## src/sv/clif_pkg.sv

```systemverilog
`default_nettype none

package clif_pkg;

   typedef enum logic [1:0] {
      ST_IDLE,
      ST_EXEC,
      ST_COPY,
      ST_DONE
   } clif_state_type;

   localparam logic [1:0] KIND_TEXT = 2'd0;
   localparam logic [1:0] KIND_POP  = 2'd1;
   localparam logic [1:0] KIND_ARG  = 2'd2;

   localparam logic [2:0] ACT_QUEUE  = 3'd0;
   localparam logic [2:0] ACT_DELETE = 3'd1;
   localparam logic [2:0] ACT_PRINT  = 3'd2;
   localparam logic [2:0] ACT_ESTOP  = 3'd3;
   localparam logic [2:0] ACT_REPORT = 3'd4;

   localparam logic [1:0] ERR_NONE     = 2'd0;
   localparam logic [1:0] ERR_NO_ROOM  = 2'd1;
   localparam logic [1:0] ERR_TOO_LONG = 2'd2;

   localparam logic [1:0] CSR_WEB_DECODE = 2'd0;
   localparam logic [1:0] CSR_SPACE_MAX  = 2'd1;
   localparam logic [1:0] CSR_SPACE_MIN  = 2'd2;

   typedef struct packed {
      logic       finish;
      logic       too_long;
      logic [2:0] act;
   } clif_line_evt_type;

   typedef struct packed {
      logic       push;
      logic [7:0] data;
      logic       pop;
   } clif_ring_ctl_type;

endpackage

`default_nettype wire

```

## src/sv/clif_ring.sv

```systemverilog
`default_nettype none

module clif_ring import clif_pkg::*; #(
   parameter int FIFO_DEPTH = 512
) (
   input  wire logic                          clock,
   input  wire logic                          reset,
   input  wire clif_ring_ctl_type             ctl,
   output      logic [7:0]                    rd_data,
   output      logic                          empty,
   output      logic [$clog2(FIFO_DEPTH)-1:0] free
);

   localparam int FW = $clog2(FIFO_DEPTH);

   logic [7:0]    mem [FIFO_DEPTH];
   logic [7:0]    rd_data_ff;
   logic [FW-1:0] rd_ptr_ff, rd_ptr_in;
   logic [FW-1:0] wr_ptr_ff, wr_ptr_in;
   logic [FW:0]   span;
   logic [FW:0]   span_wrapped;

   always_ff @(posedge clock) begin
      if (ctl.push) begin
         mem[wr_ptr_ff] <= ctl.data;
      end
      rd_data_ff <= mem[rd_ptr_ff];
   end

   assign rd_data = rd_data_ff;
   assign empty   = rd_ptr_ff == wr_ptr_ff;

   always_comb begin
      rd_ptr_in = rd_ptr_ff;
      wr_ptr_in = wr_ptr_ff;
      if (ctl.pop) begin
         rd_ptr_in = (rd_ptr_ff == FW'(FIFO_DEPTH - 1)) ? '0 : rd_ptr_ff + 1'b1;
      end
      if (ctl.push) begin
         wr_ptr_in = (wr_ptr_ff == FW'(FIFO_DEPTH - 1)) ? '0 : wr_ptr_ff + 1'b1;
      end
      span = {1'b0, rd_ptr_ff} + (FW + 1)'(FIFO_DEPTH - 1) - {1'b0, wr_ptr_ff};
      span_wrapped = (span >= (FW + 1)'(FIFO_DEPTH)) ? span - (FW + 1)'(FIFO_DEPTH) : span;
      free = span_wrapped[FW-1:0];
   end

   always_ff @(posedge clock) begin
      if (reset) begin
         rd_ptr_ff <= '0;
         wr_ptr_ff <= '0;
      end else begin
         rd_ptr_ff <= rd_ptr_in;
         wr_ptr_ff <= wr_ptr_in;
      end
   end

endmodule

`default_nettype wire

```

## config.mk

```make
export PLATFORM = sky130hd
export DESIGN_NAME = clif_ring
export DESIGN_NICKNAME = d
export VERILOG_FILES = /design/src/sv/clif_pkg.sv /design/src/sv/clif_ring.sv
export SDC_FILE = /design/constraint.sdc
export NUM_CORES = 2
export LEC_CHECK = 0
export BUFFER_PORTS_ARGS = -buffer_cell sky130_fd_sc_hd__clkbuf_2
export CORE_MARGIN = 8
export CORE_UTILIZATION = 41
export DETAILED_ROUTE_END_ITERATION = 12
export SYNTH_ARGS = -nofsm -noshare
export SYNTH_HDL_FRONTEND = slang
export SYNTH_SLANG_ARGS = --single-unit
```

## constraint.sdc

```tcl
create_clock -name clock -period 3.75 [get_ports clock]
set_clock_uncertainty 0.2 [all_clocks]
set_input_delay 0.1875 -clock clock [delete_from_list [all_inputs] [get_ports clock]]
set_output_delay 0.1875 -clock clock [all_outputs]
set_load 0.1 [all_outputs]
```

; ---- Yosys cells after proc, flatten, opt, wreduce, memory -nomap -nowiden
; Memories as Yosys holds them, arrays and structs flattened. A register that Yosys moved wholly into a read port is not among the register bits.
; Index checks and enable logic that the tools add are counted.
[word_totals]
input_bits = 12
ff_bits = 18
out_inout_bits = 18
romBits = 0
wordCells = 17
latchBits = 0
mem_count = 1
ramBits = 4096
[mem_list]
columns = name, words, width, read_ports, rd_ports_with_merged_regs, write_ports, line
row1 = mem, 512, 8, 1, 1, 1, clif_ring.sv:16  ; logic [7:0] mem [FIFO_DEPTH];
[classes]
n_eq_ne = 3
bitwise_logic = 0
order_cmp = 1
div_mod_pow = 0
n_mul = 0
shift = 0
reduce_logical = 0
muxes = 5
addsub = 5
[op_table]
columns = cell, count
row1 = two-way mux 9 bit, 3
row2 = adder 9 x 1 -> 9 bit (second input constant), 2
row3 = == test 9 bit (second input constant), 2
row4 = adder 9 x 9 -> 10 bit (second input constant), 1
row5 = >= comparator 10 bit (second input constant), 1
row6 = subtractor 10 x 9 -> 10 bit, 1
row7 = == test 9 bit, 1
row8 = subtractor 9 x 1 -> 9 bit (second input constant), 1
row9 = two-way mux 1 bit, 2

; ---- Logic depth before layout (Yosys ltp)
[logic_depth]
depth_word = 4
depth_mapped = 13
depth_no_buf = 9

; ---- Worst setup path before layout
; No wires, ideal clock.
[synth_timing]
path_type = register -> output
start = register wr_ptr_ff[0]
end = output empty
path_buffers = 0
slack_ns = -0.183
stages_incl_launch_ff = 5
t_arrival_ns = 3.546
path_cell_list = dfxtp_1 > inv_1 > ha_1 > nand4_1 > nor3_1
[synth_via]
elab_chain_cells = 1
[synth_rtl]
columns = element, line
row1 = "start, declared", clif_ring.sv:19  ; logic [FW-1:0] wr_ptr_ff, wr_ptr_in;
row2 = "start signal, assigned", clif_ring.sv:53  ; wr_ptr_ff <= wr_ptr_in;
row3 = == test 9 bit, clif_ring.sv:31  ; assign empty = rd_ptr_ff == wr_ptr_ff;
row4 = "end, declared", clif_ring.sv:10  ; output logic empty,
; Every way passes these cells.

==> results.py <==
metrics = {
    "run_status": {
        "status": "complete, but fails checks",
        "failed_checks": "negative setup slack",
    },
    "setup_path": {
        "cp.required_ns": 4.38,
        "worst-path-max-fanout": 18,
        "rrSetupSlack_ns": -0.02,
        "endpoint_kind": "register",
        "critPathKind": "register to register",
        "cp_data_arrival_time_ns": 4.40,
        "start_kind": "register",
    },
    "clocking": {
        "clk_pin_slew_ns": 0.06,
        "cts_buffers": 413,
        "clk_path_buf_depth": 4,
        "tritoncts": "done",
        "cts_root_buf": "clkbuf_16",
        "clkLatencyLatePin_ns": 1.01,
        "clock_sinks": 4122,
        "h-tree-depth": 5,
    },
    "global_route": {
        "grt_pass1_vias": 82420,
        "grt_use_met3": 0.04121,
        "gr-usage-all-layers": 0.2136,
        "grt_max_degree": 155,
        "use_met1": 0.2965,
        "use_met2": 0.3427,
        "busiest_layer": "met2",
        "antenna_found_initial": 17,
        "grt.overflow.total": 0,
        "grt_pass1_wl_um": 629200,
    },
    "cells_and_area": {
        "stdcell_count": 13990,
        "fin_nets": 8453,
        "fin_util": 0.4845,
        "drive_gt1_frac": 0.3180,
        "syn2layout_area_growth_pct": 17.69,
    },
    "timing": {
        "hold-worst-slack_ns": 0.06803,
        "hold_violations": 0,
        "finalMaxSlewViolations": 0,
        "min_period_ns": 3.770,
        "rsz0062_at_grt": "yes",
        "setup_viol": 2,
        "postLayoutSetupSlackWorst_ns": -0.02011,
        "fmaxAchievable_ghz": 0.2652,
        "relSlewSlack": 0.07097,
        "worstMarginPinSlew_ns": 1.394,
        "min_period_over_period": 1.005,
    },
    "detailed_routing": {
        "vias": 81620,
        "drc_errors": 0,
        "ant_nets": 0,
        "drt_iter0_drc": 10700,
        "dr.pass1.iters": 5,
        "vias_per_cell": 5.835,
        "wl_per_cell_um": 32.15,
        "drt-total-wl_um": 449700,
    },
    "power_and_ir_drop": {
        "irDropWorstVdd_uv": 419.5,
        "swShare": 0.2157,
        "seqPwrFrac": 0.519,
        "p_leak_nw": 59.27,
        "p_int_mw": 76.70,
        "p_switching_mw": 21.09,
        "combPwrFrac": 0.059,
        "power_density_mw_per_mm2": 518.8,
        "pwr-share-clk": 0.422,
    },
    "die": {
        "die_x_um": 641.0,
        "initial_utilization": 0.4117,
        "core-area_mm2": 0.3891,
        "die_h_um": 641.0,
        "core.rowCount": 229,
        "fp.dieArea_mm2": 0.4109,
        "pin_count": 30,
    },
    "synth": {
        "synth_seq_cells": 4122,
        "async_reset_ff_frac": 0,
        "netlist_area_mm2": 0.1602,
        "synth_ff_type": "edfxtp_1",
        "syn_nets": 7403,
        "yosys_warnings": 0,
        "synth_edf_count": 4096,
        "synth-seq-area-share": 0.7712,
        "ys_types": 70,
        "postSynthAreaPerCell_um2": 21.72,
        "synthCells": 7375,
    },
    "placement": {
        "finalWeightedCongestion": 0.8707,
        "place_inst": 13150,
        "dpl.hpwl_um": 282000,
        "io_buffers": 29,
    },
    "flow_run": {
        "drv_cap": 0,
    },
    "worst_hold_path": {
        "hold_class": "primary input to register",
    },
}
[state kept, by name, summed over array words and instances, names as in the netlist]
signal     count
mem         4096
rd_data        8
rd_ptr_ff      9
wr_ptr_ff      9
[final timing paths]
path | from | to | depth (start not counted)
worst max-delay path | rd_ptr_ff[0] | rd_data[6] | 12
worst min-delay path | ctl[9] | wr_ptr_ff[8] | 4
worst max register to register | rd_ptr_ff[0] | rd_data[6] | 12
worst min register to register | wr_ptr_ff[1] | wr_ptr_ff[1] | 2
[synthesized netlist by cell type (all sizes together), types with 3 or more instances]
cell type,count,area share
edfxtp,4096,0.77
mux4,1038,0.15
nor2,573,0.013
mux2i,302,0.019
buf,297,0.012
nand2,204,0.0048
clkbuf,158,0.0037
a21oi,103,0.0032
o22ai,62,0.0024
o21ai,51,0.0016
a221oi,43,0.0024
a22oi,43,0.0020
o221ai,32,0.0017
a211oi,27,0.0013
nor3,27,0.00084
dfxtp,26,0.0032
o211ai,26,0.0012
a2111oi,24,0.0013
mux2,18,0.0013
nand3,17,0.00056
ha,15,0.0012
inv,14,0.00033
a31oi,13,0.00051
xnor2,13,0.00071
nor2b,12,0.00047
and3,11,0.00043
a211o,10,0.00055
and2,9,0.00035
nand2b,9,0.00035
a311oi,8,0.00044
a32oi,8,0.00044
o31ai,8,0.00037
nor4,7,0.00027
a21o,6,0.00028
a22o,5,0.00027
nand4,5,0.00020
o21bai,5,0.00023
nand3b,4,0.00021
or3,4,0.00016
xor2,4,0.00022
a222oi,3,0.00019
o211a,3,0.00019
o221a,3,0.00021
o22a,3,0.00016
o32a,3,0.00019
[timing repair]
item,4_1_cts,5_1_grt
endpoints found under the hold margin,3106,0
gates cloned,3,4
buffers inserted,22,15
hold buffers,14,0
endpoints found under the setup margin,14,12
pin swaps,11,8
gates resized for setup,43,23
[cell type report]
type / count / area, µm²
Fill cell: 31550 / 200600
Antenna cell: 12 / 30.03
Clock buffer: 510 / 10830
Inverter: 16 / 75.07
Sequential cell: 4122 / 123500
Timing Repair Buffer: 1090 / 10380
Multi-Input combinational cell: 2782 / 34470
Clock inverter: 259 / 2678
Tap cell: 5197 / 6502
[stage by stage]
stage	total power [mW]	setup WS [ns]	area, µm²	setup TNS (ns)
after floorplan	54.75	0.3064	160200	0
after global placement	57.27	-0.5456	174000	-2.511
after detailed placement	57.36	-0.6928	174000	-2.484
after CTS	98.28	-0.01483	188100	-0.03317
after global routing	100.2	-0.08622	188500	-0.2061
final	97.79	-0.02011	188500	-0.03165
[power groups by stage]
| stage | combinational [mW] | clock [mW] | sequential, mW |
|---|---|---|---|
| after floorplan | 2.99 | 0 | 51.8 |
| after global placement | 5.58 | 0 | 51.7 |
| after detailed placement | 5.66 | 0 | 51.7 |
| after CTS | 5.76 | 41.8 | 50.7 |
| after global routing | 6.02 | 43.5 | 50.7 |
| final | 5.77 | 41.3 | 50.7 |
[layer usage]
layer / share of wire / wire, µm
met4: 0.035 / 15860
met1: 0.40 / 179700
met5: 0.000060 / 27
met3: 0.089 / 40200
met2: 0.48 / 214000
[logic make-up after synthesis]
group | Yosys count | share of synthesized area
AOI/OAI and AO/OA | 504 | 0.02204
xor gates and xnor gates | 17 | 0.0009296
adders and majority gates | 16 | 0.001297
buffers and inverters | 471 | 0.01619
DFF | 4122 | 0.7712
muxes | 1358 | 0.1661
and+or+nand+nor | 887 | 0.02229
[cells in the final DEF, fill, tap and decap left out, types with 18 or more instances in the layout]
cell	synthesis	layout
dfxtp_1	26	19
clkinv_1	2	99
edfxtp_1	4096	4096
o211ai_1	26	26
clkbuf_16	0	422
nand2_1	204	188
mux2_2	18	18
bufinv_16	0	44
a221oi_1	43	41
a22oi_1	43	43
clkbuf_1	158	90
o221ai_1	32	32
a211oi_1	27	23
a21oi_1	103	97
mux2i_1	302	301
nor2_1	573	568
o21ai_0	48	45
buf_12	2	147
clkinv_2	0	72
o22ai_1	62	62
nor3_1	27	24
mux4_2	1038	1038
buf_4	60	888
[critical path: stages (launching register included)]
cell and delay [ns]:
dfxtp_4 0.50, buf_6 0.28, buf_16 0.22, buf_6 0.19, mux4_2 0.51, nand2_1 0.08, o21ai_0 0.07, a222oi_1 0.54
buf_4 0.20, o21ai_0 0.18, o211ai_1 0.39, buf_4 0.20, a32oi_1 0.05
No activity file was read; power rests on OpenSTA's default activity.
