**src/sv/clif_pkg.sv**
```systemverilog
`default_nettype none

package clif_pkg;

   typedef enum logic [1:0] {
      ST_IDLE,
      ST_EXEC,
      ST_COPY,
      ST_DONE
   } clif_state_type;

   localparam logic [1:0] KIND_TEXT = 2'd0;
   localparam logic [1:0] KIND_POP  = 2'd1;
   localparam logic [1:0] KIND_ARG  = 2'd2;

   localparam logic [2:0] ACT_QUEUE  = 3'd0;
   localparam logic [2:0] ACT_DELETE = 3'd1;
   localparam logic [2:0] ACT_PRINT  = 3'd2;
   localparam logic [2:0] ACT_ESTOP  = 3'd3;
   localparam logic [2:0] ACT_REPORT = 3'd4;

   localparam logic [1:0] ERR_NONE     = 2'd0;
   localparam logic [1:0] ERR_NO_ROOM  = 2'd1;
   localparam logic [1:0] ERR_TOO_LONG = 2'd2;

   localparam logic [1:0] CSR_WEB_DECODE = 2'd0;
   localparam logic [1:0] CSR_SPACE_MAX  = 2'd1;
   localparam logic [1:0] CSR_SPACE_MIN  = 2'd2;

   typedef struct packed {
      logic       finish;
      logic       too_long;
      logic [2:0] act;
   } clif_line_evt_type;

   typedef struct packed {
      logic       push;
      logic [7:0] data;
      logic       pop;
   } clif_ring_ctl_type;

endpackage

`default_nettype wire

```
**src/sv/clif_line.sv**
```systemverilog
`default_nettype none

module clif_line import clif_pkg::*; #(
   parameter int LINE_LEN = 128
) (
   input  wire logic                        clock,
   input  wire logic                        reset,
   input  wire logic                        start,
   input  wire logic [7:0]                  char_in,
   input  wire logic                        eos,
   input  wire logic                        web_on,
   input  wire logic [$clog2(LINE_LEN)-1:0] rd_addr,
   output      logic [7:0]                  rd_data,
   output      clif_line_evt_type           evt,
   output      logic [$clog2(LINE_LEN)-1:0] len_out
);

   localparam int LW = $clog2(LINE_LEN);

   localparam logic [1:0] PH_NONE = 2'd0;
   localparam logic [1:0] PH_HIGH = 2'd1;
   localparam logic [1:0] PH_LOW  = 2'd2;

   localparam logic [7:0] CH_PERCENT = 8'h25;
   localparam logic [7:0] CH_PLUS    = 8'h2B;
   localparam logic [7:0] CH_SEMI    = 8'h3B;
   localparam logic [7:0] CH_SPACE   = 8'h20;
   localparam logic [7:0] CH_NL      = 8'h0A;
   localparam logic [7:0] CH_ZERO    = 8'h30;
   localparam logic [7:0] CH_NINE    = 8'h39;
   localparam logic [7:0] CH_UP_A    = 8'h41;
   localparam logic [7:0] CH_UP_Z    = 8'h5A;
   localparam logic [7:0] CH_LO_A    = 8'h61;
   localparam logic [7:0] CH_LO_Z    = 8'h7A;
   localparam logic [7:0] LETTER_OFS = 8'h37;

   localparam logic [31:0] PFX_DELETE = "M30 ";
   localparam logic [31:0] PFX_PRINT  = "M23 ";
   localparam logic [31:0] PFX_ESTOP  = "M112";
   localparam logic [31:0] PFX_REPORT = "M503";

   logic [7:0]    mem [LINE_LEN];
   logic [7:0]    rd_data_ff;
   logic          we;
   logic [LW-1:0] waddr;
   logic [7:0]    wdata;

   logic [1:0]    phase_ff, phase_in;
   logic [7:0]    esc_ff, esc_in;
   logic          discard_ff, discard_in;
   logic          comment_ff, comment_in;
   logic [LW-1:0] count_ff, count_in;
   logic          zero_seen_ff, zero_seen_in;
   logic [LW-1:0] zero_pos_ff, zero_pos_in;
   logic [7:0]    head_ff [5];
   logic [7:0]    head_in [5];

   logic          take;
   logic          fin;
   logic          comment_now;
   logic [7:0]    ch;
   logic [7:0]    hex;
   logic [LW-1:0] len;
   logic [31:0]   head_word;
   logic [7:0]    next_ch;
   logic          next_digit;
   logic          long_enough;

   function automatic logic [7:0] hex_val(input logic [7:0] c);
      logic letter;
      letter = (c inside {[CH_UP_A:CH_UP_Z]}) || (c inside {[CH_LO_A:CH_LO_Z]});
      return letter ? c - LETTER_OFS : c - CH_ZERO;
   endfunction

   always_ff @(posedge clock) begin
      if (we) begin
         mem[waddr] <= wdata;
      end
      rd_data_ff <= mem[rd_addr];
   end

   assign rd_data = rd_data_ff;

   always_comb begin
      phase_in     = phase_ff;
      esc_in       = esc_ff;
      discard_in   = discard_ff;
      comment_in   = comment_ff;
      count_in     = count_ff;
      zero_seen_in = zero_seen_ff;
      zero_pos_in  = zero_pos_ff;
      head_in      = head_ff;
      we           = 1'b0;
      waddr        = count_ff;
      wdata        = char_in;
      take         = 1'b0;
      fin          = 1'b0;
      comment_now  = comment_ff;
      ch           = char_in;
      hex          = hex_val(char_in);
      evt          = '0;

      if (start) begin
         if (eos) begin
            phase_in = PH_NONE;
            esc_in   = '0;
            if (!discard_ff) begin
               fin = 1'b1;
            end
            discard_in   = 1'b0;
            count_in     = '0;
            comment_in   = 1'b0;
            zero_seen_in = 1'b0;
         end else if (!discard_ff) begin
            if (phase_ff == PH_HIGH) begin
               esc_in   = {hex[3:0], 4'h0};
               phase_in = PH_LOW;
            end else if (phase_ff == PH_LOW) begin
               take     = 1'b1;
               ch       = esc_ff + hex;
               phase_in = PH_NONE;
               esc_in   = '0;
            end else if (web_on && char_in == CH_PERCENT) begin
               phase_in = PH_HIGH;
            end else begin
               take = 1'b1;
               ch   = (web_on && char_in == CH_PLUS) ? CH_SPACE : char_in;
            end
         end
      end

      if (take) begin
         if (ch == CH_NL) begin
            fin = 1'b1;
         end else begin
            comment_now = comment_ff | (ch == CH_SEMI);
            comment_in  = comment_now;
            if (count_ff >= LW'(LINE_LEN - 1)) begin
               if (ch != CH_SPACE && !comment_now) begin
                  evt.too_long = 1'b1;
                  discard_in   = 1'b1;
               end
            end else begin
               we       = 1'b1;
               wdata    = ch;
               count_in = count_ff + 1'b1;
               if (ch == 8'h00 && !zero_seen_ff) begin
                  zero_seen_in = 1'b1;
                  zero_pos_in  = count_ff;
               end
               if (count_ff < LW'(5)) begin
                  head_in[count_ff[2:0]] = ch;
               end
            end
         end
      end

      if (fin) begin
         we           = 1'b1;
         waddr        = count_ff;
         wdata        = 8'h00;
         count_in     = '0;
         comment_in   = 1'b0;
         zero_seen_in = 1'b0;
      end

      len         = zero_seen_ff ? zero_pos_ff : count_ff;
      head_word   = {head_ff[0], head_ff[1], head_ff[2], head_ff[3]};
      next_ch     = (len > LW'(4)) ? head_ff[4] : 8'h00;
      next_digit  = next_ch inside {[CH_ZERO:CH_NINE]};
      long_enough = len >= LW'(4);

      evt.finish = fin;
      evt.act    = ACT_QUEUE;
      if (long_enough) begin
         if (head_word == PFX_DELETE) begin
            evt.act = ACT_DELETE;
         end else if (head_word == PFX_PRINT) begin
            evt.act = ACT_PRINT;
         end else if (head_word == PFX_ESTOP && !next_digit) begin
            evt.act = ACT_ESTOP;
         end else if (head_word == PFX_REPORT && !next_digit) begin
            evt.act = ACT_REPORT;
         end
      end
   end

   assign len_out = len;

   always_ff @(posedge clock) begin
      if (reset) begin
         phase_ff     <= PH_NONE;
         esc_ff       <= '0;
         discard_ff   <= 1'b0;
         comment_ff   <= 1'b0;
         count_ff     <= '0;
         zero_seen_ff <= 1'b0;
      end else begin
         phase_ff     <= phase_in;
         esc_ff       <= esc_in;
         discard_ff   <= discard_in;
         comment_ff   <= comment_in;
         count_ff     <= count_in;
         zero_seen_ff <= zero_seen_in;
      end
      zero_pos_ff <= zero_pos_in;
      head_ff     <= head_in;
   end

endmodule

`default_nettype wire

```
**config.mk**
```make
export PLATFORM = sky130hd
export DESIGN_NAME = clif_line
export DESIGN_NICKNAME = d
export VERILOG_FILES = /design/src/sv/clif_pkg.sv /design/src/sv/clif_line.sv
export SDC_FILE = /design/constraint.sdc
export NUM_CORES = 1
export LEC_CHECK = 0
export ABC_CLOCK_PERIOD_IN_PS = 14900
export BUFFER_PORTS_ARGS = -buffer_cell sky130_fd_sc_hd__buf_2
export CAP_MARGIN = 20
export CORE_MARGIN = 10
export CORE_UTILIZATION = 36
export DETAILED_ROUTE_END_ITERATION = 8
export PLACE_DENSITY = 0.61
export SYNTH_ARGS = -nofsm -noshare
export SYNTH_HDL_FRONTEND = slang
export SYNTH_SLANG_ARGS = --single-unit
```
**constraint.sdc**
```tcl
create_clock -name clock -period 14.9 [get_ports clock]
set_clock_uncertainty 0.15 [all_clocks]
set_input_delay 0.745 -clock clock [delete_from_list [all_inputs] [get_ports clock]]
set_output_delay 0.745 -clock clock [all_outputs]
set_load 0.02 [all_outputs]
```
=== Word level (Yosys, flattened, before mapping) ===
Memories as Yosys holds them, arrays and structs flattened. A register that Yosys moved wholly into a read port is not among the register bits.
Cells that the tools add are included.

* Register bits: 67
* Bits in latches: 0
* Bits in writable memories: 1024
* Memory bits (read-only): 0
* Bits of input ports: 20
* Output and inout bits: 20
* Logic and storage cells: 140
* Memories kept: 1

{| class="wikitable"
|+ Memory list
! memory !! words !! bits a word !! rd ports !! clocked after memory_dff !! write ports !! RTL line !! RTL
|-
| mem || 128 || 8 || 1 || 1 || 1 || clif_line.sv:42 || <nowiki>logic [7:0] mem [LINE_LEN];</nowiki>
|}

* $add $sub $neg: 4
* $mul: 0
* Divide/modulo/power cells: 0
* $lt $le $gt $ge: 12
* Equal/unequal tests: 12
* Shift operators: 0
* Multiplexer cells: 73
* Bitwise logic cells: 4
* Reduce and logical (&&, ||, !) cells: 22

{| class="wikitable"
|+ Operators by type and width
! operator !! number
|-
| 2-to-1 mux 8 bit || 18
|-
| == test 32 x 31 -> 1 bit (second input constant) || 4
|-
| 2-to-1 mux 7 bit || 6
|-
| bitwise mux 40 bit || 1
|-
| 2-to-1 mux 1 bit || 37
|-
| demux 8 bit (select 3 bit) || 1
|-
| == test 8 x 6 -> 1 bit (second input constant) || 3
|-
| greater-or-equal comparator 8 x 7 -> 1 bit (second input constant) || 2
|-
| <= comparator 8 x 7 -> 1 bit (second input constant) || 2
|-
| subtractor 8 x 6 -> 8 bit (second input constant) || 2
|-
| 2-to-1 mux 3 bit || 5
|-
| logical AND 1 bit || 10
|-
| 2-to-1 mux 2 bit || 5
|-
| adder 8 bit || 1
|-
| == test 8 x 4 -> 1 bit (second input constant) || 1
|-
| greater-or-equal comparator 8 x 6 -> 1 bit (second input constant) || 1
|-
| <= comparator 8 x 6 -> 1 bit (second input constant) || 1
|-
| logical NOT 8 bit || 1
|-
| inequality test 8 x 6 -> 1 bit (second input constant) || 1
|-
| AND reduction 4 bit || 2
|-
| adder 7 x 1 -> 7 bit (second input constant) || 1
|-
| greater-or-equal comparator 7 x 3 -> 1 bit (second input constant) || 1
|-
| greater-or-equal comparator 7 bit (second input constant) || 1
|-
| > comparator 7 x 3 -> 1 bit (second input constant) || 1
|-
| other kinds (15) || 19
|}

=== Longest topological paths before layout ===
Gate-level depths: netlist (run 1).

* Depth after elaboration: 18
* Gate-level depth with buffers: 21

=== Worst setup path before layout (run 1) ===
Ideal clock, no wire load.

* Path kind: input port to flip-flop
* Start: input char_in[1]
* End: memory mem[0][0] (data pin)
* Arrival: 9.984 ns
* Path slack: 3.537 ns
* Stages on the path: 18
* Path through: clkbuf_1 -> inv_1 -> ha_1 -> or4b_1 -> a311oi_2 -> a21o_1 -> nand2_1 -> nand2_1 -> xnor2_1 -> ha_1 -> inv_1 -> fa_1 -> a221oi_1 -> nor4_1 -> a41oi_2 -> buf_2 -> nor2_1 -> a211oi_1

* Longest elaborated chain between the ends: 14

{| class="wikitable"
|+ Ends and longest elaborated chain
! what !! RTL line !! RTL
|-
| start, declared || clif_line.sv:9 || <nowiki>input wire logic [7:0] char_in,</nowiki>
|-
| greater-or-equal comparator 8 x 7 -> 1 bit or <= comparator 8 x 7 -> 1 bit (tied branches) || clif_line.sv:71 || <nowiki>letter = (c inside {[CH_UP_A:CH_UP_Z]}) || (c inside {[CH_LO_A:CH_LO_Z]});</nowiki>
|-
| logical AND 1 bit || clif_line.sv:71 ||
|-
| logical OR 1 bit || clif_line.sv:71 ||
|-
| 2-to-1 mux 8 bit || clif_line.sv:72 || <nowiki>return letter ? c - LETTER_OFS : c - CH_ZERO;</nowiki>
|-
| adder 8 bit || clif_line.sv:120 || <nowiki>ch = esc_ff + hex;</nowiki>
|-
| 2-to-1 mux 8 bit * || clif_line.sv:118 || <nowiki>end else if (phase_ff == PH_LOW) begin</nowiki>
|-
| 2-to-1 mux 8 bit * || clif_line.sv:115 || <nowiki>if (phase_ff == PH_HIGH) begin</nowiki>
|-
| 2-to-1 mux 8 bit * || clif_line.sv:114 || <nowiki>end else if (!discard_ff) begin</nowiki>
|-
| 2-to-1 mux 8 bit * || clif_line.sv:104 || <nowiki>if (eos) begin</nowiki>
|-
| 2-to-1 mux 8 bit * || clif_line.sv:103 || <nowiki>if (start) begin</nowiki>
|-
| via ch[5] || clif_line.sv:61 || <nowiki>logic [7:0] ch;</nowiki>
|-
| == test 8 x 4 -> 1 bit * || clif_line.sv:133 || <nowiki>if (ch == CH_NL) begin</nowiki>
|-
| 2-to-1 mux 8 bit or 2-to-1 mux 1 bit (tied branches) || clif_line.sv:133 ||
|-
| 2-to-1 mux 8 bit or 2-to-1 mux 1 bit (tied branches) || clif_line.sv:132 || <nowiki>if (take) begin</nowiki>
|-
| 2-to-1 mux 8 bit * || clif_line.sv:158 || <nowiki>if (fin) begin</nowiki>
|-
| via wdata[0] || clif_line.sv:46 || <nowiki>logic [7:0] wdata;</nowiki>
|-
| end, declared || clif_line.sv:42 ||
|}

The timed path passes the listed nets; every way through them passes the cells marked *.

=== Worst setup path after layout (run 1) ===
* Start: input char_in[1]
* End: memory mem[52][1] (enable)

* Longest elaborated chain between the ends: 16

{| class="wikitable"
|+ Ends and longest elaborated chain
! what !! RTL line !! RTL
|-
| greater-or-equal comparator 8 x 7 -> 1 bit or <= comparator 8 x 7 -> 1 bit (tied branches) || clif_line.sv:71 ||
|-
| logical AND 1 bit || clif_line.sv:71 ||
|-
| logical OR 1 bit || clif_line.sv:71 ||
|-
| 2-to-1 mux 8 bit || clif_line.sv:72 ||
|-
| adder 8 bit || clif_line.sv:120 ||
|-
| 2-to-1 mux 8 bit * || clif_line.sv:118 ||
|-
| 2-to-1 mux 8 bit * || clif_line.sv:115 ||
|-
| 2-to-1 mux 8 bit * || clif_line.sv:114 ||
|-
| 2-to-1 mux 8 bit * || clif_line.sv:104 ||
|-
| 2-to-1 mux 8 bit * || clif_line.sv:103 ||
|-
| via ch[5] || clif_line.sv:61 ||
|-
| == test 8 x 4 -> 1 bit * || clif_line.sv:133 ||
|-
| 2-to-1 mux 1 bit || clif_line.sv:133 ||
|-
| 2-to-1 mux 1 bit || clif_line.sv:132 ||
|-
| 2-to-1 mux 1 bit * || clif_line.sv:158 ||
|-
| 2-to-1 mux 1 bit * || clif_line.sv:76 || <nowiki>if (we) begin</nowiki>
|-
| 2-to-1 mux 1 bit (implied by the code) * || clif_line.sv:77 || <nowiki>mem[waddr] <= wdata;</nowiki>
|}

Marked as above.

==> results of run 1 <==
==> through the flow <==
stage	total power, µW	instance area [µm²]	hold slack [ps]	cells
2_1_floorplan	3730	43400	256	1981
3_3_place_gp	3880	45600	360	3561
3_5_place_dp	3880	45900	363	3598
4_1_cts	6600	49500	254	3800
5_1_grt	6760	49700	285	3824
6_report	6550	49700	283	3826
==> layer usage <==
metal	up-vias	GRT usage, %	part of all wire (%)	wire length (µm)
li1	8727	-	-	-
met1	11300	21.7	41	43900
met2	1036	24.8	48	51200
met3	148	2.90	8.2	8740
met4	0	3.97	2.2	2310
met5	-	0	0	0
==> path summary, 6_finish.rpt <==
check / from / to / slack, ps
setup reg to reg: phase_ff[1]$_SDFFE_PP0P_ / mem[30][7]$_DFFE_PP_ / 8750
hold / removal: reset / phase_ff[0]$_SDFFE_PP0P_ / 280
setup / recovery: char_in[1] / mem[52][1]$_DFFE_PP_ / 7640
hold reg to reg: discard_ff$_SDFF_PP0_ / discard_ff$_SDFF_PP0_ / 370
==> synthesized netlist by cell type, types with 2 or more instances <==
library cell / count / area (µm²)
a211oi_1: 9 / 67.6
a21o_1: 2 / 15.0
a21oi_1: 14 / 70.1
a22oi_1: 2 / 15.0
a2bb2oi_1: 3 / 26.3
a311oi_1: 5 / 43.8
a31oi_1: 3 / 18.8
and2_1: 2 / 12.5
and3_1: 2 / 12.5
and4_1: 4 / 35.0
buf_1: 39 / 146
buf_2: 4 / 20.0
buf_4: 2 / 15.0
buf_6: 13 / 146
clkbuf_1: 62 / 233
dfxtp_1: 24 / 480
edfxtp_1: 1070 / 32100
ha_1: 15 / 188
inv_1: 19 / 71.3
mux2_2: 16 / 180
mux2i_1: 6 / 60.1
mux4_2: 336 / 7570
nand2_1: 36 / 135
nand2b_1: 4 / 25.0
nand3_1: 19 / 95.1
nand3b_1: 13 / 97.6
nand4_1: 8 / 50.1
nand4b_1: 4 / 35.0
nor2_1: 36 / 135
nor2b_1: 9 / 56.3
nor3_1: 137 / 686
nor4_1: 4 / 25.0
nor4b_1: 4 / 35.0
o2111ai_1: 2 / 17.5
o21a_1: 2 / 15.0
o21ai_0: 10 / 50.1
or2_2: 2 / 12.5
or3_1: 2 / 12.5
or3b_2: 2 / 17.5
or4_1: 2 / 15.0
or4b_1: 2 / 20.0
xnor2_1: 6 / 52.6
xor2_1: 2 / 17.5
==> worst max-delay path: stages <==
cell and delay [ps]:
buf_2 190, inv_1 90, ha_1 190, or4b_1 520, a311oi_2 380, a21o_1 160, nand2_1 190, nand2_1 150
xnor2_1 140, ha_1 220, inv_1 70, fa_1 460, a221oi_1 910, nor4_1 260, a41oi_2 270, buf_4 360
a211oi_4 70, buf_4 350, buf_4 560, nor3_1 1040
==> state kept, by name, indices dropped and copies added, names as in the netlist <==
name,flops
phase_ff,2
comment_ff,1
mem,1024
count_ff,7
zero_pos_ff,7
discard_ff,1
zero_seen_ff,1
esc_ff,4
rd_data,8
head_ff,39
==> placed cells by master, fill, tap and decap left out, drive strengths merged, types with 24 or more instances in the layout <==
master / Yosys / layout
nor3: 137 / 137
dfxtp: 24 / 24
nor2: 36 / 36
edfxtp: 1070 / 1070
inv: 19 / 26
buf: 58 / 133
nand2: 36 / 36
clkbuf: 62 / 136
clkinv: 0 / 47
mux4: 336 / 336
==> cell families (layout without fill, tap and decap cells) <==
| logic type | after synthesis | in the layout | synth area share (%) |
|---|---|---|---|
| AO/OA/AOI/OAI | 67 | 67 | 1.17 |
| XOR/XNOR | 8 | 8 | 0.161 |
| adder cells (fa/ha/maj) | 16 | 16 | 0.478 |
| buffers and inverters | 139 | 370 | 1.46 |
| flip-flops | 1094 | 1094 | 75.1 |
| multiplexers | 358 | 358 | 18.0 |
| other | 0 | 2 | 0 |
| AND/OR/NAND/NOR | 299 | 299 | 3.65 |
==> power groups by stage <==
| stage | Combinational, µW | Sequential (µW) | Clock (µW) |
|---|---|---|---|
| 6_report | 383 | 3430 | 2740 |
| 5_1_grt | 405 | 3430 | 2920 |
| 4_1_cts | 387 | 3430 | 2790 |
| 3_5_place_dp | 388 | 3490 | 0 |
| 3_3_place_gp | 383 | 3490 | 0 |
| 2_1_floorplan | 226 | 3510 | 0 |
==> final cells by class <==
cell class	count	area share, %
antenna	2	0.0101
clock buffer	120	5.65
clock inverter	82	1.61
inverter	19	0.144
multi-input combinational	748	20.8
sequential	1094	65.6
tap	1612	4.06
timing repair buffer	149	2.11
==> out/qor.txt, run 1 <==
CP Class - in2reg
Relative slew margins - 14.1%
Max-cap violations - 0
Clock latency on the worst-skew pair - 700 ps
CTS tree - yes
Hold Fails Final Rpt - 0
Worst-path clk slew - 60 ps
Clock Sinks - 1094
Fill cells - 10.3k
Clock Path Buffers - 3
Buffers on Ports - 39
Initial core utilization - 36.2%
Max Clk Rate - 138 MHz
Power Density - 132 nW/µm²
Root buffer cell - clkbuf_16
Netlist cell types - 66
# DRC - 0
Number of global-route vias before repair - 21.3k
Area of the multi-input gates - 10300 µm²
Reg power frac - 52.3%
Vias - 21.2k
Synth warn - 0
Hold Path Class - in2reg
Synthesis-to-layout area growth - 14.4%
Synth Area per Inst - 21.9 µm²
DR vias/cell - 5.55
Slew Viols, Final - 0
Dpl hpwl - 64200 µm
Logic pwr share - 5.8%
Leakage power - 0.0153 µW
Worst setup SP type - input port
Final Setup Violations - 0
First-pass GRT wire length - 156000 µm
Synthesized instance count - 1981
H-tree levels - 3
CP Max Fanout - 73
Total area of sequential cells - 32600 µm²
Die area - 135000 µm²
Final Critical Period - 7260 ps
Core Util, Final - 41.5%
Global route total overflow - 0
CTS buffer count - 107
Die W - 367 µm
Maximum vdd drop - 0.000103 V
Post-synthesis sequential area ratio - 75.1%
Wire length per cell - 27.8 µm
Post-synth EDFFs - 1070
Hold buffer count at CTS - 0
Row cnt - 127
Post_cts resized - 0
Layout cell share with drive strength beyond 1 - 32.0%
Post-synth ARST share - 0%
First-pass iteration count of the detailed router - 5
Clock Power Share - 41.9%
Die height - 367 µm
Switch share - 21.8%
Largest net degree at the start of global routing - 162
WL final - 106000 µm
# Post-CTS Setup Buffers - 0
Synth Net Count - 2017
Gp weighted congestion - 0.864
Critical Path RT - 15030 ps
Initial antenna violation count - 4
Cell Area, Synth - 43400 µm²
RSZ-0062 raised after global routing - no
Worst slew pin tran - 1290 ps
Antenna Nets Post-Route - 0
Critical path capture point type - flip-flop
Status - completed
WHS Path Cells - 2
Placement Setup Slack - 6980 ps
Yosys reg bits - 1094
Synth Flop Type - edfxtp_1
Setup ws final - 7640 ps
R2R depth - 13
Post-layout nets - 2155
Internal power - 5130 µW
CORE AREA - 120000 µm²
All-Layer GR Usage - 15.5%
Ports - 40
Iteration-0 DRC Markers - 2760
Switching power - 1430 µW
Crit share post-route - 48.7%
Setup TNS - 0 ps
Arrival @ worst endpoint - 7400 ps
Power figures use the tool's default switching activity.
==> inputs of run 2 (changes only) <==
ABC_CLOCK_PERIOD_IN_PS = 6100   (was 14900)
PLACE_DENSITY = 0.63   (was 0.61)
clock period = 6.1 ns   (was 14.9 ns; I/O delays follow)
==> run 2 against run 1 <==
Against the previous run: routed wire length down 2.7%; count of clock-buffer cells in the layout up 4; worst hold slack worse by 200 ps; combinational power rose to 2.6 times the previous value; clock power up 130%; core utilization up 0.62 points; power up 140%; sequential share of layout area down 0.97 points; first-iteration DRC count down 13%; critical endpoint is now mem[63][7]$_DFFE_PP_.
==> out/qor.txt, run 2 (synthesis gave the netlist of run 1 again) <==
Status - completed (unchanged)
Gp weighted congestion - 0.843 (was 0.864)
Arrival @ worst endpoint - 5990 ps (was 7400 ps)
CP Class - in2reg (unchanged)
CORE AREA - 120000 µm² (unchanged)
Vias - 21.3k (was 21.2k)
R2R depth - 12 (was 13)
Final Critical Period - 5740 ps
Worst-path cell chain - dlygate4sd3_1, buf_2, inv_1, ha_1, or4b_4, a311oi_4, a21o_1, nand2_2, nand2_2, nand2_1, xor2_1, ha_1, nand3_1, and4_1, mux2i_1, xnor2_2, nor4_4, and4_1, a211oi_4, buf_12, buf_4, nor3_1, buf_4 (was buf_2, inv_1, ha_1, or4b_1, a311oi_2, a21o_1, nand2_1, nand2_1, xnor2_1, ha_1, inv_1, fa_1, a221oi_1, nor4_1, a41oi_2, buf_4, a211oi_4, buf_4, buf_4, nor3_1)
WHS Path Cells - 5 (was 2)
Global route total overflow - 0 (unchanged)
CTS buffer count - 105 (was 107)
Slowest-stage cell, CP - dlygate4sd3_1 (was nor3_1)
Root buffer cell - clkbuf_16 (unchanged)
Maximum vdd drop - 0.000224 V (was 0.000103 V)
Stages on the worst setup path - 23 (was 20)
Ports - 40 (unchanged)
Clock Path Buffers - 3 (unchanged)
Number of global-route vias before repair - 21.8k (was 21.3k)
RSZ-0062 raised after global routing - no (unchanged)
Slew Viols, Final - 0 (unchanged)
Iteration-0 DRC Markers - 2395 (was 2760)
Crit share post-route - 94.2%
Largest net degree at the start of global routing - 97 (was 162)
Max reg flops - 1024 (unchanged)
Non-filler cells, final - 3912 (was 3826)
Row cnt - 127 (unchanged)
DR vias/cell - 5.45 (was 5.55)
Critical path capture point type - flip-flop (unchanged)
WL final - 103000 µm (was 106000 µm)
Power Density - 311 nW/µm² (was 132 nW/µm²)
H-tree levels - 3 (unchanged)
Critical Path RT - 6350 ps (was 15030 ps)
Clock latency on the worst-skew pair - 680 ps (was 700 ps)
All-Layer GR Usage - 15.1% (was 15.5%)
Worst setup SP type - input port (unchanged)
Wire length per cell - 26.4 µm (was 27.8 µm)
Commonest non-fill, non-tap cell in the layout - edfxtp_1 (unchanged)
Die height - 367 µm (unchanged)
Initial antenna violation count - 0 (was 4)
Crit path largest cell delay - 530 ps (was 1040 ps)
# DRC - 0 (unchanged)
Final Setup Violations - 0 (unchanged)
Initial core utilization - 36.2% (unchanged)
# diodes - 0 (was 2)
Final Total Pwr - 15700 µW (was 6550 µW)
Dpl hpwl - 64500 µm (was 64200 µm)
Commonest non-fill, non-tap cells in the layout - edfxtp_1 (1070), mux4_2 (336), buf_4 (169), nor3_1 (136), clkbuf_16 (107) (was edfxtp_1 (1070), mux4_2 (336), nor3_1 (124), clkbuf_16 (109), buf_4 (74))
CTS tree - yes (unchanged)
Layout cell share with drive strength beyond 1 - 33.6% (was 32.0%)
Top delay family on crit path - simple AND/OR/NAND/NOR gates (unchanged)
Clock Sinks - 1094 (unchanged)
Die W - 367 µm (unchanged)
Max-cap violations - 0 (unchanged)
Relative slew margins - 26.5% (was 14.1%)
First-pass iteration count of the detailed router - 6 (was 5)
Buffers on Ports - 39 (unchanged)
Core Util, Final - 42.1% (was 41.5%)
First-pass GRT wire length - 155000 µm (was 156000 µm)
Die area - 135000 µm² (unchanged)
Hold Path Class - in2reg (unchanged)
Top reg by flops - mem (unchanged)
CP Max Fanout - 62 (was 73)
Worst-path clk slew - 60 ps (about the same)
DP Cell Count - 3697 (was 3598)
Antenna Nets Post-Route - 0 (unchanged)
Synthesis-to-layout area growth - 16.1% (was 14.4%)
Leakage power - 0.0157 µW (was 0.0153 µW)
Setup TNS - 0 ps (unchanged)
Worst slew pin tran - 1100 ps (was 1290 ps)
CP Buf/Inv Count - 6 (unchanged)
Hold Fails Final Rpt - 0 (unchanged)
Post_cts resized - 0 (unchanged)
Post-layout nets - 2246 (was 2155)
Max Clk Rate - 174 MHz
-- run 2: changes by cell type in the layout (fill, tap and decap cells not counted), moves of 10 or more --
cell,delta
buf_4,+95
nor3_1,+12
nor3_2,-13
buf_2,-14
buf_12,+18
clkinvlp_4,-10
-- run 2: metal layers --
layer	global-route usage, %	vias up	share of wire (%)
met2	24.8	862	49
met5	0	-	0
met3	2.04	145	6.7
met1	21.1	11400	41
li1	-	8908	-
met4	4.23	0	2.5
-- run 2: metrics by stage --
stage	instance area, µm²	hold slack (ps)	worst slack, ps
floorplan	43600	256	-181
global placement	46900	355	451
detailed placement	46900	355	209
CTS	50300	42.7	279
global route	50400	130	43.0
finish	50400	83.2	356
-- run 2: worst min-delay path, delay by kind of cell --
family	cells	cell delay [ps]
AOI/OAI and AO/OA	2	200
and+or+nand+nor	2	190
buffers and inverters	1	170
-- run 2: area by class of cell --
| cell class | count | area, µm² |
|---|---|---|
| Multi-Input combinational cell | 748 | 10400 |
| Clock inverter | 73 | 593 |
| Inverter | 19 | 73.8 |
| Clock buffer | 124 | 2760 |
| Timing Repair Buffer | 242 | 1990 |
| Fill cell | 10300 | 69400 |
| Sequential cell | 1094 | 32600 |
| Tap cell | 1612 | 2020 |
-- run 2: path summary, 6_finish.rpt --
kind | startpoint | to | slack [ps]
setup / recovery | char_in[0] | mem[63][7]$_DFFE_PP_ | 360
hold / removal | char_in[1] | esc_ff[5]$_SDFFE_PP0P_ | 80
setup reg to reg | phase_ff[1]$_SDFFE_PP0P_ | mem[63][7]$_DFFE_PP_ | 1200
hold reg to reg | discard_ff$_SDFF_PP0_ | discard_ff$_SDFF_PP0_ | 370
-- run 2: repair_timing --
item | 4_1_cts | 5_1_grt
setup buffers | 0 | 2
setup endpoints to repair | 0 | 1
endpoints found under the hold margin | 24 | 0
hold buffers | 6 | 0
-- run 2: power breakdown --
part           total (µW)  switching [µW]  internal, µW
clock                6300            2760          3540
sequential           8360            8.15          8360
combinational         990             625           365
==> inputs of run 3 (changes only) <==
PLACE_DENSITY = 0.52   (was 0.63)
==> run 3 against run 2 <==
Against the previous run: non-clock buffer count increased by 2; clock power increased by 6.0%; critical path depth decreased by 2; worst setup slack got worse by 40 ps; count of clock-buffer cells in the layout increased by 7; critical path type is now in2out; critical endpoint is now evt[4]; highest routed layer unchanged.
==> out/qor.txt, run 3 (synthesis gave the netlist of run 1 again) <==
Status - completed (unchanged)
Iteration-0 DRC Markers - 1909 (was 2395)
Synthesis-to-layout area growth - 16.9% (was 16.1%)
Maximum vdd drop - 0.000214 V (was 0.000224 V)
Crit path largest cell delay - 520 ps (was 530 ps)
Die W - 367 µm (unchanged)
Min Hold Slack - 57.9 ps (was 83.2 ps)
Min-delay src - char_in[1] (unchanged)
Clock Power Share - 41.7% (was 40.3%)
Slowest-stage cell, CP - dlygate4sd3_1 (unchanged)
Max Clk Rate - 173 MHz (was 174 MHz)
Leakage power - 0.0159 µW (was 0.0157 µW)
M3 GR Usage - 2.16% (was 2.04%)
Max reg flops - 1024 (unchanged)
Final Setup Violations - 0 (unchanged)
Power Density - 316 nW/µm² (was 311 nW/µm²)
H-tree levels - 3 (unchanged)
# DRC - 0 (unchanged)
Die height - 367 µm (unchanged)
Crit share post-route - 94.8% (was 94.2%)
CORE AREA - 120000 µm² (unchanged)
Dpl hpwl - 65600 µm (was 64500 µm)
WL final - 105000 µm (was 103000 µm)
Hold Path Class - in2reg (unchanged)
All-Layer GR Usage - 15.4% (was 15.1%)
Crit path from - char_in[0] (unchanged)
Relative slew margins - 32.6% (was 26.5%)
Commonest non-fill, non-tap cell in the layout - edfxtp_1 (unchanged)
Clock latency on the worst-skew pair - 700 ps (was 680 ps)
DR vias/cell - 5.33 (was 5.45)
Worst-path clk slew - 60 ps (about the same)
Final Total Pwr - 16000 µW (was 15700 µW)
Root buffer cell - clkbuf_16 (unchanged)
Reg power frac - 52.2% (was 53.4%)
Non-filler cells, final - 3921 (was 3912)
Final Critical Period - 5780 ps (was 5740 ps)
Number of global-route vias before repair - 22.1k (was 21.8k)
Die area - 135000 µm² (unchanged)
Layout cell share with drive strength beyond 1 - 33.8% (was 33.6%)
Commonest non-fill, non-tap cells in the layout - edfxtp_1 (1070), mux4_2 (336), buf_4 (170), nor3_1 (136), clkbuf_16 (112) (was edfxtp_1 (1070), mux4_2 (336), buf_4 (169), nor3_1 (136), clkbuf_16 (107))
CP Class - in2out (was in2reg)
Initial antenna violation count - 4 (was 0)
Worst setup SP type - input port (unchanged)
CP Max Fanout - 17 (was 62)
Row cnt - 127 (unchanged)
Global route total overflow - 0 (unchanged)
Top reg by flops - mem (unchanged)
CTS tree - yes (unchanged)
Critical Path RT - 5640 ps (was 6350 ps)
Buffers on Ports - 39 (unchanged)
Post-layout nets - 2254 (was 2246)
Met2 Use GR - 26.3% (was 24.8%)
Switching power - 3430 µW (was 3400 µW)
First-pass iteration count of the detailed router - 5 (was 6)
CTS buffer count - 111 (was 105)
Hold Fails Final Rpt - 0 (unchanged)
Largest net degree at the start of global routing - 86 (was 97)
First-pass GRT wire length - 155000 µm (about the same)
Switch share - 21.4% (was 21.7%)
Gp weighted congestion - 0.767 (was 0.843)
Max-cap violations - 0 (unchanged)
Worst-path cell chain - dlygate4sd3_1, buf_2, inv_1, ha_1, or4b_4, a311oi_4, a21o_1, nand2_2, nand2_2, nand2_1, xor2_1, ha_1, nand3_1, and4_1, mux2i_1, xnor2_2, nor4_4, nand4_1, o21ai_2, buf_6, buf_2 (was dlygate4sd3_1, buf_2, inv_1, ha_1, or4b_4, a311oi_4, a21o_1, nand2_2, nand2_2, nand2_1, xor2_1, ha_1, nand3_1, and4_1, mux2i_1, xnor2_2, nor4_4, and4_1, a211oi_4, buf_12, buf_4, nor3_1, buf_4)
Logic pwr share - 6.1% (was 6.3%)
GRT Max-Usage Layer - met2 (unchanged)
DP Cell Count - 3708 (was 3697)
Setup TNS - 0 ps (unchanged)
Internal power - 12600 µW (was 12300 µW)
Arrival @ worst endpoint - 5330 ps (was 5990 ps)
Slew Viols, Final - 0 (unchanged)
Ports - 40 (unchanged)
RR Startpoint - phase_ff[1]$_SDFFE_PP0P_ (unchanged)
Critical path capture point type - primary output (was flip-flop)
Clock Path Buffers - 3 (unchanged)
Worst slew pin tran - 1010 ps (was 1100 ps)
Clock Sinks - 1094 (unchanged)
Vias - 20.9k (was 21.3k)
RSZ-0062 raised after global routing - yes (was no)
Wire length per cell - 26.7 µm (was 26.4 µm)
Antenna Nets Post-Route - 0 (unchanged)
Initial core utilization - 36.2% (unchanged)
Met1 GRT Util - 20.5% (was 21.1%)
==> run 3: cell types whose count changed in the layout (fill, tap and decap cells not counted), sizes merged <==
cell and delta:
bufinv +5, clkbuf +1, clkinvlp -4, clkinv -4, buf +8, diode +1
inv +2
==> run 3: repair_timing <==
action | 4_1_cts | 5_1_grt
setup endpoints to repair | 0 | 1
hold buffers | 6 | 0
resized for setup | 0 | 1
hold endpoints to repair | 24 | 0
setup buffers | 0 | 1
==> run 3: power groups by stage <==
stage	registers [µW]	clock network, µW	logic (µW)
after global placement	8520	0	982
after global routing	8360	7160	1050
after CTS	8360	6850	1010
final	8360	6680	982
after detailed placement	8520	0	1000
after floorplan	8540	0	569
==> run 3: area by class of cell <==
cell class | instances | area (µm²)
antenna | 1 | 2.50
clock buffer | 131 | 2870
clock inverter | 72 | 701
fill | 10300 | 69000
inverter | 19 | 73.8
multi-input combinational | 748 | 10400
sequential | 1094 | 32600
tap | 1612 | 2020
timing repair buffer | 244 | 2120
==> run 3: worst paths after layout <==
kind | to | slack (ps) | depth (start not counted)
worst max-delay path | evt[4] | 320 | 21
worst min-delay path | esc_ff[5]$_SDFFE_PP0P_ | 60 | 5
worst max register to register | mem[32][6]$_DFFE_PP_ | 1390 | 13
worst min register to register | discard_ff$_SDFF_PP0_ | 390 | 2
==> run 3: per-layer routing <==
layer  share of wire, %  up-vias
met4                2.4        0
met1                 42    11300
met3                4.8      128
met2                 51      568
met5                  0        -
li1                   -     8924
==> run 3: through the flow <==
step	util [%]	setup WS (ps)	cell area, µm²
finish	42.4	316	50800
global route	42.4	-6.07	50800
CTS	42.4	194	50800
detailed placement	39.3	290	47100
global placement	39.3	414	47100
floorplan	-	-181	43600
==> run 3: critical path, delay by kind of cell <==
kind,cells,cell delay [ps]
adder cells (fa/ha/maj),2,530
multiplexers,1,270
buffers and inverters,5,1390
XOR/XNOR,2,370
AND/OR/NAND/NOR,8,1690
AO/OA/AOI/OAI,3,760
